[config.mk]
export PLATFORM = sky130hd
export DESIGN_NAME = hj_hash_unit
export DESIGN_NICKNAME = d
export VERILOG_FILES = /design/src/hw/rtl/hash_join_int64_key_core_defines.svh /design/src/hw/rtl/hj_pkg.sv /design/src/hw/rtl/hj_hash_unit.sv
export SDC_FILE = /design/constraint.sdc
export NUM_CORES = 1
export LEC_CHECK = 0
export BUFFER_PORTS_ARGS = -buffer_cell sky130_fd_sc_hd__buf_2
export CAP_MARGIN = 15
export CORE_MARGIN = 3
export CORE_UTILIZATION = 60
export CTS_BUF_LIST = sky130_fd_sc_hd__clkbuf_8
export DETAILED_ROUTE_END_ITERATION = 6
export PLACE_DENSITY = 0.79
export SETUP_SLACK_MARGIN = 0.15
export SLEW_MARGIN = 20
export SYNTH_ARGS = -nofsm -noshare
export SYNTH_HDL_FRONTEND = slang
export SYNTH_SLANG_ARGS = --single-unit
[constraint.sdc]
create_clock -name clk_i -period 12.44 [get_ports clk_i]
set_clock_uncertainty 0.05 [all_clocks]
set_input_delay 0.622 -clock clk_i [delete_from_list [all_inputs] [get_ports clk_i]]
set_output_delay 0.622 -clock clk_i [all_outputs]
set_load 0.05 [all_outputs]
[src/hw/rtl/hash_join_int64_key_core_defines.svh]
// assertion macros shared by the hash join core
`ifndef HASH_JOIN_INT64_KEY_CORE_DEFINES_SVH
`define HASH_JOIN_INT64_KEY_CORE_DEFINES_SVH

// same-cycle implication, checked outside reset
`define HJ_ASSERT_NOW(lbl, ante, cons, msg) \
  lbl: assert property (@(posedge clk_i) disable iff (!rst_ni) (ante) |-> (cons)) \
    else $error(msg);

// next-cycle implication, checked outside reset
`define HJ_ASSERT_NEXT(lbl, ante, cons, msg) \
  lbl: assert property (@(posedge clk_i) disable iff (!rst_ni) (ante) |=> (cons)) \
    else $error(msg);

`endif

[src/hw/rtl/hj_pkg.sv]
// ----------------------------------------------------------------------------
// hj_pkg
// Types and constants of the hash join core: command, join kind, result
// codes, sequencer states and the hash constants.
// ----------------------------------------------------------------------------
package hj_pkg;

  typedef enum logic [1:0] {
    CMD_INSERT = 2'd0,
    CMD_PROBE  = 2'd1,
    CMD_FINAL  = 2'd2,
    CMD_NONE   = 2'd3
  } cmd_e;

  localparam logic [2:0] JK_INNER = 3'd0;
  localparam logic [2:0] JK_LEFT  = 3'd1;
  localparam logic [2:0] JK_FULL  = 3'd2;
  localparam logic [2:0] JK_SEMI  = 3'd3;
  localparam logic [2:0] JK_ANTI  = 3'd4;

  localparam logic [1:0] RK_PAIR   = 2'd0;
  localparam logic [1:0] RK_PROBE  = 2'd1;
  localparam logic [1:0] RK_BUILD  = 2'd2;
  localparam logic [1:0] RK_REJECT = 2'd3;

  localparam logic [1:0] ERR_OK   = 2'd0;
  localparam logic [1:0] ERR_FULL = 2'd1;
  localparam logic [1:0] ERR_LATE = 2'd2;

  localparam logic [1:0] PH_BUILD = 2'd0;
  localparam logic [1:0] PH_PROBE = 2'd1;
  localparam logic [1:0] PH_FINAL = 2'd2;

  localparam logic [63:0] FnvBasis = 64'hCBF29CE484222325;
  localparam logic [63:0] NullMix  = 64'h00000000000000FF;

  typedef enum logic [1:0] {
    HS_IDLE,
    HS_MUL,
    HS_MOD
  } hash_state_e;

  typedef enum logic [3:0] {
    ST_IDLE,
    ST_HASH,
    ST_SLOT_RD,
    ST_SLOT_CMP,
    ST_WALK_RD,
    ST_WALK_CMP,
    ST_DECIDE,
    ST_FIN,
    ST_FLUSH
  } core_state_e;

endpackage

[src/hw/rtl/hj_hash_unit.sv]
// ----------------------------------------------------------------------------
// hj_hash_unit
// Iterative FNV-1a hash of a 64-bit key, one byte a cycle, followed by a
// remainder by the slot count, four bits a cycle.
// ----------------------------------------------------------------------------
module hj_hash_unit #(
  parameter int unsigned SLOTS = 128
) (
  input  logic                                   clk_i,
  input  logic                                   rst_ni,
  input  logic                                   start_i,
  input  logic [63:0]                            key_i,
  input  logic                                   null_i,
  output logic                                   done_o,
  output logic [63:0]                            hash_o,
  output logic [((SLOTS > 1) ? $clog2(SLOTS) : 1)-1:0] slot_o
);
  import hj_pkg::*;

  localparam int unsigned SW = (SLOTS > 1) ? $clog2(SLOTS) : 1;
  localparam logic [SW:0] SlotsVal = (SW + 1)'(SLOTS);

  hash_state_e hst_q, hst_d;
  logic [3:0]  cnt_q, cnt_d;
  logic [63:0] h_q, h_d;
  logic [63:0] key_q, key_d;
  logic [63:0] sh_q, sh_d;
  logic [SW:0] rem_q, rem_d;
  logic        done_q, done_d;

  logic [63:0] mix;
  logic [63:0] mul;
  logic [SW:0] rem_step;

  // prime is 2^40 + 0x1b3
  assign mix = h_q ^ {56'd0, key_q[7:0]};
  assign mul = (mix << 40) + (mix << 8) + (mix << 7) + (mix << 5) + (mix << 4)
             + (mix << 1) + mix;

  always_comb begin
    rem_step = rem_q;
    for (int b = 0; b < 4; b++) begin
      rem_step = {rem_step[SW-1:0], sh_q[63 - b]};
      if (rem_step >= SlotsVal) begin
        rem_step = rem_step - SlotsVal;
      end
    end
  end

  always_comb begin
    hst_d = hst_q;
    case (hst_q)
      HS_IDLE: begin
        if (start_i) begin
          hst_d = null_i ? HS_MOD : HS_MUL;
        end
      end
      HS_MUL: begin
        if (cnt_q == 4'd7) begin
          hst_d = HS_MOD;
        end
      end
      HS_MOD: begin
        if (cnt_q == 4'd15) begin
          hst_d = HS_IDLE;
        end
      end
      default: hst_d = HS_IDLE;
    endcase
  end

  always_comb begin
    cnt_d  = cnt_q;
    h_d    = h_q;
    key_d  = key_q;
    sh_d   = sh_q;
    rem_d  = rem_q;
    done_d = 1'b0;
    case (hst_q)
      HS_IDLE: begin
        if (start_i) begin
          cnt_d = 4'd0;
          rem_d = '0;
          key_d = key_i;
          if (null_i) begin
            h_d  = FnvBasis ^ NullMix;
            sh_d = FnvBasis ^ NullMix;
          end else begin
            h_d = FnvBasis;
          end
        end
      end
      HS_MUL: begin
        h_d   = mul;
        key_d = key_q >> 8;
        cnt_d = cnt_q + 4'd1;
        if (cnt_q == 4'd7) begin
          sh_d  = mul;
          cnt_d = 4'd0;
        end
      end
      HS_MOD: begin
        rem_d = rem_step;
        sh_d  = sh_q << 4;
        cnt_d = cnt_q + 4'd1;
        if (cnt_q == 4'd15) begin
          done_d = 1'b1;
        end
      end
      default: ;
    endcase
  end

  always_ff @(posedge clk_i or negedge rst_ni) begin
    if (!rst_ni) begin
      hst_q  <= HS_IDLE;
      done_q <= 1'b0;
    end else begin
      hst_q  <= hst_d;
      done_q <= done_d;
    end
  end

  always_ff @(posedge clk_i) begin
    cnt_q <= cnt_d;
    h_q   <= h_d;
    key_q <= key_d;
    sh_q  <= sh_d;
    rem_q <= rem_d;
  end

  assign done_o = done_q;
  assign hash_o = h_q;
  assign slot_o = rem_q[SW-1:0];

endmodule

==> insert_results.sql <==
INSERT INTO impl_metrics (metric_group, metric, value, unit) VALUES
('run_status', 'status', 'finished, final reports clean', ''),
('clock_network', 'tritoncts_clock_tree', 'built', ''),
('setup_path', 'crit_slowest_cell', 'o31ai_1', ''),
('setup_path', 'data_required_time_of_the_worst_path', '12.63', 'ns'),
('floorplan', 'initial_utilization', '0.615', ''),
('setup_path', 'timing.critical_path.arrival', '6.77', 'ns'),
('worst_hold_path', 'hold_path_class', 'input port to flip-flop', ''),
('global_routing', 'busiest_layer', 'met2', ''),
('sta', 'rsz0062_at_grt', 'false', ''),
('sta', 'timing.final.crit_share', '0.529', ''),
('floorplan', 'die_width', '184', 'microns'),
('global_routing', 'grt_pass1_vias', '14151', ''),
('logic_synthesis', 'synth_async_sr_flop_share', '0.0146', ''),
('drt', 'drt-initial-drc-count', '1166', ''),
('drt', 'detailedRoute.firstPassIterationCount', '6', ''),
('worst_hold_path', 'timing.hold.worst_endpoint', 'key_q[62]$_SDFFCE_PP0P_', ''),
('drt', 'routedWlPerCell', '21.0', 'microns'),
('clock_network', 'cts_buffers', '37', ''),
('drt', 'detail_route.wirelength', '48.2', 'mm'),
('logic_synthesis', 'ys_seq_area_frac', '0.325', ''),
('floorplan', 'design.core.area', '30900', 'sq um'),
('sta', 'setup_violations_final', '0', ''),
('drt', 'detailroute.via_count', '13156', ''),
('setup_path', 'reg2regPathDepth', '23', ''),
('logic_synthesis', 'synth.avg_cell_area', '10.9', 'sq um'),
('placed_design', 'place.detailed.hpwl', '38.3', 'mm'),
('floorplan', 'die-area', '33900', 'sq um'),
('global_routing', 'global_route_met3_utilization', '0.0839', ''),
('logic_synthesis', 'synth_warnings', '0', ''),
('sta', 'slew_headroom', '0.291', ''),
('drt', 'vias_per_cell', '5.73', ''),
('setup_path', 'critical_path_buf_inv_count', '5', ''),
('clock_network', 'clk_path_buf_depth', '3', ''),
('clock_network', 'cts.reportedPaths.clkPinSlew', '0.06', 'ns'),
('logic_synthesis', 'syn_area', '19000', 'sq um'),
('logic_synthesis', 'synth-edff-count', '203', ''),
('placed_design', 'place.port_buffers', '139', ''),
('drt', 'antenna_violating_nets_post_route', '0', ''),
('global_routing', 'grt_use_met2', '0.481', ''),
('setup_path', 'critPathKind', 'flip-flop to flip-flop', ''),
('setup_path', 'crit_path_cell_trace', 'xor2_1 > clkinv_1 > xnor2_1 > inv_1 > ha_1 > inv_1 > fa_1 > inv_1 > ha_1 > ha_1 > ha_1 > inv_1 > fa_1 > nor2b_1 > o21ai_1 > a21oi_1 > o21ai_0 > a211oi_2 > a211oi_2 > o31ai_1 > a31oi_1 > xor2_1 > o211ai_1', ''),
('final_layout', 'total_inserted_antenna_cells', '0', ''),
('clock_network', 'clkLatencyLatePin', '0.55', 'ns'),
('setup_path', 'worst_setup_path_start_kind', 'flip-flop', ''),
('setup_path', 'setup.reg_to_reg.worst_slack', '5.86', 'ns'),
('clock_network', 'ctsRootBufferMaster', 'clkbuf_8', ''),
('floorplan', 'die_y', '184', 'microns'),
('setup_path', 'launch_point_of_the_worst_reg_to_reg_path', 'hash_o[1]$_DFFE_PP_', ''),
('setup_path', 'timing.critical_path.fanout_max', '6', ''),
('floorplan', 'boundaryPins', '140', ''),
('worst_hold_path', 'worstHoldStart', 'key_i[62]', ''),
('flow_run', 'max-cap-violations', '0', ''),
('drt', 'drc', '0', ''),
('clock_network', 'numClockSinks', '206', ''),
('final_layout', 'layout_commonest_cell', 'inv_1', ''),
('global_routing', 'global_route.overflow_total', '0', ''),
('sta', 'period_minus_slack', '6.58', 'ns'),
('placed_design', 'routabilityCongestion', '0.955', ''),
('setup_path', 'critPathTopFamily', 'compound AO/OA/AOI/OAI gates', ''),
('sta', 'maxSlewViolCount', '0', ''),
('logic_synthesis', 'syn-instance-count', '1738', ''),
('sta', 'clock.fmax', '152', 'MHz'),
('worst_hold_path', 'min_path_cells', '2', ''),
('setup_path', 'worst_setup_path_end_kind', 'flip-flop', ''),
('logic_synthesis', 'post_synthesis_net_count', '2165', ''),
('global_routing', 'first_pass_grt_wire_length', '77.1', 'mm'),
('global_routing', 'grt_antenna_before_repair', '3', ''),
('logic_synthesis', 'yosys_most_used_dff', 'edfxtp_1', ''),
('logic_synthesis', 'synth_cell_type_count', '61', ''),
('clock_network', 'htree_num_levels', '2', ''),
('global_routing', 'grt_use_met1', '0.373', '');
## metrics by stage
stage	worst slack [ns]	utilization	hold slack [ns]	area, sq um	cells
6_report	5.86	0.672	0.323	20800	2295
5_1_grt	5.42	0.672	0.314	20800	2295
4_1_cts	5.91	0.672	0.293	20800	2295
3_5_place_dp	5.92	0.650	0.374	20100	2231
3_3_place_gp	6.24	0.650	0.370	20100	2231
2_1_floorplan	1.36	-	0.276	19000	1738
## Yosys cell counts (all sizes together), types with 7 or more instances
master,instances,share of area
nand2,83,0.016
nor3,14,0.0037
a211oi,7,0.0036
ha,114,0.075
a31oi,8,0.0026
a21o,22,0.0087
o21a,13,0.0051
edfxtp,203,0.32
nand2b,22,0.0072
inv,408,0.081
o21bai,14,0.0055
a221o,26,0.014
a22o,16,0.0074
xor2,27,0.012
fa,245,0.26
a21oi,84,0.023
xnor2,56,0.026
mux2,56,0.033
nor2b,12,0.0039
buf,11,0.0030
o21ai,44,0.012
a21boi,9,0.0038
nand4,10,0.0033
clkbuf,39,0.0077
and3,10,0.0033
nor2,71,0.014
and2,37,0.012
nand3,25,0.0066
## worst max path at each step
stage	slack [ns]	to	cells past startpoint	from
after floorplan	1.36	hash_o[0]$_DFFE_PP_	6	hst_q[1]$_DFFE_PN0P_
after global placement	6.24	sh_q[63]$_DFFE_PP_	23	key_q[1]$_DFFE_PP_
after detailed placement	5.92	sh_q[63]$_DFFE_PP_	23	hash_o[1]$_DFFE_PP_
after CTS	5.91	sh_q[63]$_DFFE_PP_	23	hash_o[1]$_DFFE_PP_
after global routing	5.42	sh_q[63]$_DFFE_PP_	23	hash_o[1]$_DFFE_PP_
final	5.86	sh_q[47]$_DFFE_PP_	23	hash_o[1]$_DFFE_PP_
## area by class of cell
cell class / instances / area, sq um / area share
Inverter: 410 / 1540 / 0.0741
Sequential cell: 206 / 6170 / 0.297
Multi-Input combinational cell: 1072 / 11100 / 0.537
Clock inverter: 24 / 111 / 0.00536
Tap cell: 396 / 495 / 0.0239
Timing Repair Buffer: 148 / 766 / 0.0369
Clock buffer: 39 / 537 / 0.0259
## state kept, by name (all words and copies together) (netlist names)
signal and count:
cnt_q 4, done_o 1, rem_q 7, hash_o 64, sh_q 64, hst_q 2, key_q 64
## repair_timing
action                                  in CTS  in global routing
hold endpoints to repair                     3                  0
hold buffers                                 1                  0
gates resized for setup                      0                  0
endpoints found under the setup margin       0                  0
setup buffers                                0                  0
## logic make-up after synthesis
| family | Yosys count | synth area share |
|---|---|---|
| adders and majority gates | 359 | 0.333 |
| muxes | 58 | 0.0342 |
| and+or+nand+nor | 296 | 0.0752 |
| AOI/OAI and AO/OA | 276 | 0.103 |
| buffers and inverters | 460 | 0.0917 |
| DFF | 206 | 0.325 |
| xor gates and xnor gates | 83 | 0.0382 |
## metal layers
metal  vias up  wire, microns
met5         -             75
met4         8           2290
met3       129           4440
met2       579          23000
met1      6482          18400
li1       5958              -
Power is left out: the tool's default activity adds up to more than one toggle a clock period on the data nets, which glitch-free logic cannot reach.
