[src/hw/rtl/hash_join_int64_key_core_defines.svh]
// assertion macros shared by the hash join core
`ifndef HASH_JOIN_INT64_KEY_CORE_DEFINES_SVH
`define HASH_JOIN_INT64_KEY_CORE_DEFINES_SVH

// same-cycle implication, checked outside reset
`define HJ_ASSERT_NOW(lbl, ante, cons, msg) \
  lbl: assert property (@(posedge clk_i) disable iff (!rst_ni) (ante) |-> (cons)) \
    else $error(msg);

// next-cycle implication, checked outside reset
`define HJ_ASSERT_NEXT(lbl, ante, cons, msg) \
  lbl: assert property (@(posedge clk_i) disable iff (!rst_ni) (ante) |=> (cons)) \
    else $error(msg);

`endif

[src/hw/rtl/hj_ram.sv]
// ----------------------------------------------------------------------------
// hj_ram
// Generic single write port, single read port RAM with registered read data.
// ----------------------------------------------------------------------------
module hj_ram #(
  parameter int unsigned WIDTH = 8,
  parameter int unsigned DEPTH = 64
) (
  input  logic                                   clk_i,
  input  logic                                   we_i,
  input  logic [((DEPTH > 1) ? $clog2(DEPTH) : 1)-1:0] waddr_i,
  input  logic [WIDTH-1:0]                       wdata_i,
  input  logic                                   re_i,
  input  logic [((DEPTH > 1) ? $clog2(DEPTH) : 1)-1:0] raddr_i,
  output logic [WIDTH-1:0]                       rdata_o
);

  logic [WIDTH-1:0] mem_q [DEPTH];
  logic [WIDTH-1:0] rdata_q;

  always_ff @(posedge clk_i) begin
    if (we_i) begin
      mem_q[waddr_i] <= wdata_i;
    end
    if (re_i) begin
      rdata_q <= mem_q[raddr_i];
    end
  end

  assign rdata_o = rdata_q;

endmodule

[config.mk]
export PLATFORM = sky130hd
export DESIGN_NAME = hj_ram
export DESIGN_NICKNAME = d
export VERILOG_FILES = /design/src/hw/rtl/hash_join_int64_key_core_defines.svh /design/src/hw/rtl/hj_ram.sv
export SDC_FILE = /design/constraint.sdc
export NUM_CORES = 1
export LEC_CHECK = 0
export BUFFER_PORTS_ARGS = -buffer_cell sky130_fd_sc_hd__buf_2
export CELL_PAD_IN_SITES_DETAIL_PLACEMENT = 0
export CELL_PAD_IN_SITES_GLOBAL_PLACEMENT = 2
export CORE_UTILIZATION = 40
export DETAILED_ROUTE_END_ITERATION = 10
export PLACE_DENSITY_LB_ADDON = 0.1
export SLEW_MARGIN = 20
export SYNTH_ARGS = -nofsm -noshare
export SYNTH_HDL_FRONTEND = slang
export SYNTH_SLANG_ARGS = --single-unit
[constraint.sdc]
create_clock -name clk_i -period 4.54 [get_ports clk_i]
set_input_delay 0.681 -clock clk_i [delete_from_list [all_inputs] [get_ports clk_i]]
set_output_delay 0.681 -clock clk_i [all_outputs]
set_load 0.02 [all_outputs]
==> run_results.csv, run 1 <==
group,metric,value,unit
timing,finalSetupViolCount,0,
power_and_ir_drop,p_per_area,441,nW/um2
finish,synthToLayoutAreaGrowth,12.6,%
place,pre_cts_ws,1.04,ns
finish,n_antenna_cell,0,
timing,hold_viol_final,0,
clocking,clock_path_buffers,3,
logic_synthesis,syn_area_per_cell,21.5,um2
timing,fmax,339,MHz
worst_setup_path,r2r_cells,4,
global_route,antenna_found_initial,2,
worst_setup_path,rrSetupSlack,2.07,ns
timing,tightest_slew,1.09,ns
finish,multi_input_area,4320,um2
routing,wirelength,49700,um
routing,vias,9496,
worst_setup_path,path_max_fanout,40,
floorplan,rows,82,
worst_setup_path,crit_chain,"clkbuf_8 > buf_4 > mux4_2 > nor2b_1 > a2111oi_0 > o41ai_1",
logic_synthesis,synth_seq_area_share,0.771,
finish,seq_area,15600,um2
finish,layout_commonest_cell,"edfxtp_1",
finish,nets,1025,
clocking,htree_levels,2,
routing,viasPerCell,5.54,
global_route,grt_util_all_layers,0.202,
place,hpwl,30300,um
timing,hold_ws,0.521,ns
worst_setup_path,r2r_end,"rdata_o[0]",
place,placed_area,21200,um2
timing,fin_skew,0.0157,ns
clocking,cts_root_buf,"clkbuf_16",
timing,rsz0062_at_grt,"false",
routing,antenna_left,0,
timing,finalSetupTns,0,ns
clocking,cts-resized-gates,0,
logic_synthesis,syn-num-nets,963,
floorplan,die_area,51500,um2
global_route,grt_first_pass_wirelength,71900,um
routing,drc,0,
power_and_ir_drop,ir_worst_vdd,0.000266,V
timing,relSlewSlack,0.272,
finish,mostFrequentLayoutCells,"edfxtp_1 (520), mux4_2 (126), nor2_1 (83)",
worst_setup_path,critPathBufInv,2,
routing,dr.pass1.iters,5,
worst_hold_path,hold_end,"rdata_o[1]",
routing,wire_per_inst,29.0,um
worst_setup_path,cp_top_family,"compound AO/OA/AOI/OAI gates",
global_route,grt_max_degree,65,
clocking,clkTransAtPathRegs,0.06,ns
logic_synthesis,synth-warning-count,0,
power_and_ir_drop,total_power,0.0100,W
logic_synthesis,syn_area,20200,um2
floorplan,coreArea,50100,um2
floorplan,die_w,227,um
power_and_ir_drop,power.leakage,7.03,nW
worst_hold_path,min_path_type,"in -> reg",
routing,drtIter0Drc,801,
clocking,postCtsSetupBuffers,0,
global_route,gr-total-overflow,0,
worst_setup_path,r2r-start,"mem_q[44][0]",
clocking,cts_sinks,520,
run,cap_violations,0,
logic_synthesis,syn_inst,940,
logic_synthesis,yosysUniqueCellTypes,39,
floorplan,ios,31,
worst_setup_path,arrival,3.26,ns
worst_setup_path,crit_required,4.85,ns
worst_hold_path,hp-start,"re_i",
floorplan,initial_utilization,0.404,
floorplan,die_y,227,um
finish,fin_area,22800,um2
clocking,hold_buffers,0,
worst_setup_path,end_kind,"register",
outcome,outcome,"finished clean",
clocking,cts_tree,"done",
worst_setup_path,startpoint_type,"input pin",
logic_synthesis,ys_ff_latch,520,
clocking,numCtsBuffers,55,
timing,period_needed,2.95,ns
worst_hold_path,hold_depth,1,
timing,drv_slew,0,
worst_setup_path,slowest_stage,"a2111oi_0",
global_route,first_global_vias,9756,
clocking,insertion_delay,0.61,ns
timing,worst_slack,1.59,ns
timing,finalCritPeriodShare,0.649,
worst_setup_path,path_class,"in -> reg",
worst_setup_path,max_stage_delay,0.76,ns
place,port-buffer-count,30,
finish,drive_gt1_frac,0.256,
place,gp_congestion,0.737,
finish,n_fill_cell,4331,
[cells by family after synthesis]
| logic type | share of synthesized area |
|---|---|
| buffers and inverters | 0.0156 |
| DFF | 0.771 |
| and+or+nand+nor | 0.0337 |
| AOI/OAI and AO/OA | 0.0206 |
| muxes | 0.159 |
[per-stage QoR]
step	instances	util
floorplan	940	-
global placement	1617	0.423
detailed placement	1617	0.423
CTS	1715	0.455
global route	1715	0.455
finish	1715	0.455
[report_power, final]
group	switching, W	internal [W]	leakage [nW]	total (W)
logic	0.000325	0.000183	1.54	0.000508
registers	0.0000144	0.00533	4.69	0.00534
clock network	0.00181	0.00238	0.807	0.00420
[area by class of cell]
type / count / area share
Sequential cell: 520 / 0.685
Multi-Input combinational cell: 369 / 0.189
Timing Repair Buffer: 56 / 0.0170
Clock buffer: 70 / 0.0628
Clock inverter: 28 / 0.00922
Tap cell: 672 / 0.0369
[worst max path at each step]
stage	startpoint	endpoint	slack, ns	cells after the start
floorplan	raddr_i[1]	rdata_o[3]	2.05	7
global placement	raddr_i[0]	rdata_o[5]	1.02	6
detailed placement	raddr_i[0]	rdata_o[5]	1.04	6
CTS	raddr_i[0]	rdata_o[5]	1.64	6
global route	raddr_i[0]	rdata_o[5]	1.46	6
finish	raddr_i[0]	rdata_o[5]	1.59	6
[Yosys cell counts, drive strengths merged]
| cell type | number | area [um2] |
|---|---|---|
| a211oi | 4 | 30.0 |
| clkbuf | 17 | 63.8 |
| nand4 | 2 | 12.5 |
| o221a | 2 | 22.5 |
| o311ai | 1 | 8.76 |
| nor2b | 14 | 87.6 |
| a22oi | 3 | 22.5 |
| nand3 | 13 | 65.1 |
| nand2b | 7 | 43.8 |
| a21oi | 3 | 15.0 |
| nor4 | 2 | 12.5 |
| mux2i | 23 | 230 |
| o2bb2ai | 3 | 26.3 |
| a2111oi | 2 | 17.5 |
| o22ai | 8 | 50.1 |
| nand3b | 3 | 22.5 |
| o21ai | 4 | 20.0 |
| o2111ai | 3 | 26.3 |
| o41ai | 2 | 17.5 |
| or3 | 1 | 6.26 |
| edfxtp | 520 | 15600 |
| o21a | 2 | 15.0 |
| o221ai | 8 | 70.1 |
| a221oi | 6 | 52.6 |
| mux2 | 13 | 146 |
| nand2 | 19 | 71.3 |
| mux4 | 126 | 2840 |
| a31oi | 1 | 6.26 |
| nor3 | 7 | 35.0 |
| and2 | 1 | 6.26 |
| o32ai | 2 | 17.5 |
| buf | 34 | 253 |
| nor2 | 83 | 312 |
| nand4b | 1 | 8.76 |
[sequential cells by signal, indices dropped and copies added, names as in the netlist]
name,flops
mem_q,512
rdata_o,8
[metal layers]
metal	up-vias	wire, um	track usage
li1	4073	-	-
met1	5098	23300	0.301
met2	263	22900	0.306
met3	62	2630	0.0426
met4	0	932	0.0483
met5	-	0	0
No activity file was read; power rests on OpenSTA's default activity.
==> run 2: changes to the inputs <==
- clock period: 4.54 -> 2.73 ns (I/O delays scaled with it)
==> run_results.csv, run 2 (synthesized netlist as in run 1, its figures left out) <==
group,metric,value,unit
outcome,outcome,"finished clean",
worst_setup_path,slowest_stage,"mux4_2",
finish,post-route-util,0.478,
global_route,grt_max_degree,65,
floorplan,die_y,227,um
worst_setup_path,r2r-start,"mem_q[25][4]",
global_route,grt_util_all_layers,0.201,
clocking,cts_sinks,520,
place,hpwl,32000,um
finish,largest_reg_flops,512,
place,gp_congestion,0.740,
timing,relSlewSlack,0.451,
routing,vias,9865,
worst_hold_path,min_path_type,"in -> reg",
clocking,numCtsBuffers,55,
global_route,first_global_vias,10200,
global_route,antenna_found_initial,0,
timing,drv_slew,0,
clocking,clkTransAtPathRegs,0.06,ns
timing,hold_ws,0.236,ns
routing,wirelength,49700,um
global_route,grt_first_pass_wirelength,72500,um
floorplan,die_w,227,um
worst_setup_path,rrSetupSlack,0.54,ns
routing,drtIter0Drc,738,
timing,tightest_slew,0.823,ns
power_and_ir_drop,power.leakage,7.73,nW
clocking,htree_levels,2,
floorplan,ios,31,
timing,rsz0062_at_grt,"false",
worst_setup_path,max_stage_delay,0.46,ns
timing,fin_skew,0.0134,ns
clocking,cts_root_buf,"clkbuf_16",
clocking,clock_path_buffers,3,
finish,mostFrequentLayoutCells,"edfxtp_1 (520), buf_4 (136), mux4_2 (126)",
worst_setup_path,r2r_cells,6,
timing,hold_viol_final,0,
worst_setup_path,startpoint_type,"register",
finish,drive_gt1_frac,0.338,
floorplan,rows,82,
worst_hold_path,hold_depth,1,
timing,finalSetupViolCount,0,
worst_setup_path,critPathBufInv,1,
routing,antenna_left,0,
routing,drc,0,
timing,fmax,457,MHz
finish,n_antenna_cell,0,
routing,viasPerCell,5.36,
finish,synthToLayoutAreaGrowth,18.2,%
timing,finalSetupTns,0,ns
finish,layout_commonest_cell,"edfxtp_1",
worst_setup_path,r2r_end,"rdata_o[4]",
finish,n_fill_cell,4270,
clocking,cts_tree,"done",
timing,finalCritPeriodShare,0.802,
worst_setup_path,cp_top_family,"multiplexers",
power_and_ir_drop,total_power,0.0170,W
worst_hold_path,hold_end,"rdata_o[0]",
worst_setup_path,end_kind,"register",
place,port-buffer-count,30,
worst_setup_path,crit_chain,"mux4_2 > mux2_2 > o221a_2 > nor3_1 > buf_4 > o32ai_1",
floorplan,die_area,51500,um2
timing,period_needed,2.19,ns
worst_setup_path,arrival,2.52,ns
clocking,insertion_delay,0.59,ns
power_and_ir_drop,p_per_area,710,nW/um2
clocking,cts-resized-gates,0,
floorplan,coreArea,50100,um2
clocking,hold_buffers,0,
finish,top_register,"mem_q",
worst_setup_path,crit_required,3.06,ns
worst_setup_path,path_max_fanout,1,
power_and_ir_drop,ir_worst_vdd,0.000553,V
worst_setup_path,path_class,"reg -> reg",
floorplan,initial_utilization,0.404,
finish,nets,1146,
worst_hold_path,hp-start,"re_i",
clocking,postCtsSetupBuffers,0,
routing,dr.pass1.iters,4,
run,cap_violations,0,
routing,wire_per_inst,27.0,um
global_route,gr-total-overflow,0,
## run 2: cell types whose count changed in the layout (fill, tap and decap cells not counted), moves of 2 or more
cell / change
clkinvlp_4: +8
buf_12: +11
buf_4: +109
clkinv_2: -6
clkbuf_1: -4
clkbuf_16: +2
## run 2: final cells by class
type / count / area, um2 / area share
Tap cell: 672 / 841 / 0.0351
Clock buffer: 68 / 1470 / 0.0613
Clock inverter: 33 / 272 / 0.0113
Timing Repair Buffer: 177 / 1430 / 0.0597
Sequential cell: 520 / 15600 / 0.652
Multi-Input combinational cell: 369 / 4320 / 0.180
## run 2: power breakdown
group / internal [W] / leakage (nW) / switching (W) / total [W]
Combinational: 0.000370 / 2.22 / 0.000549 / 0.000918
Sequential: 0.00885 / 4.69 / 0.0000238 / 0.00888
Clock: 0.00411 / 0.819 / 0.00309 / 0.00720
Total: 0.0133 / 7.73 / 0.00366 / 0.0170
## run 2: worst register-to-register path, cell delays in order, from the launching register on
cell and delay (ns):
edfxtp_1 0.37, mux4_2 0.47, mux2_2 0.30, o221a_2 0.29
nor3_1 0.25, buf_4 0.17, o32ai_1 0.08
## run 2: metrics by stage
stage | instance area (um2) | cells | setup WS, ns
4_1_cts | 23900 | 1839 | 0.523
3_5_place_dp | 22200 | 1738 | 0.00652
3_3_place_gp | 22200 | 1738 | -0.106
6_report | 23900 | 1839 | 0.540
2_1_floorplan | 20200 | 940 | 0.514
5_1_grt | 23900 | 1839 | 0.406
## run 2: worst max path at each step
| stage | cells past startpoint | start | slack, ns | endpoint |
|---|---|---|---|---|
| floorplan | 7 | raddr_i[1] | 0.51 | rdata_o[3] |
| global placement | 7 | raddr_i[0] | -0.11 | rdata_o[3] |
| detailed placement | 7 | raddr_i[0] | 0.007 | rdata_o[3] |
| CTS | 6 | mem_q[25][4] | 0.52 | rdata_o[4] |
| global route | 7 | raddr_i[0] | 0.41 | rdata_o[3] |
| finish | 6 | mem_q[25][4] | 0.54 | rdata_o[4] |
## run 2: metal layers
| metal | part of all wire | GRT usage | up-vias |
|---|---|---|---|
| li1 | - | - | 4307 |
| met5 | 0 | 0 | - |
| met2 | 0.47 | 0.314 | 219 |
| met3 | 0.047 | 0.0363 | 71 |
| met1 | 0.46 | 0.291 | 5268 |
| met4 | 0.022 | 0.0591 | 0 |
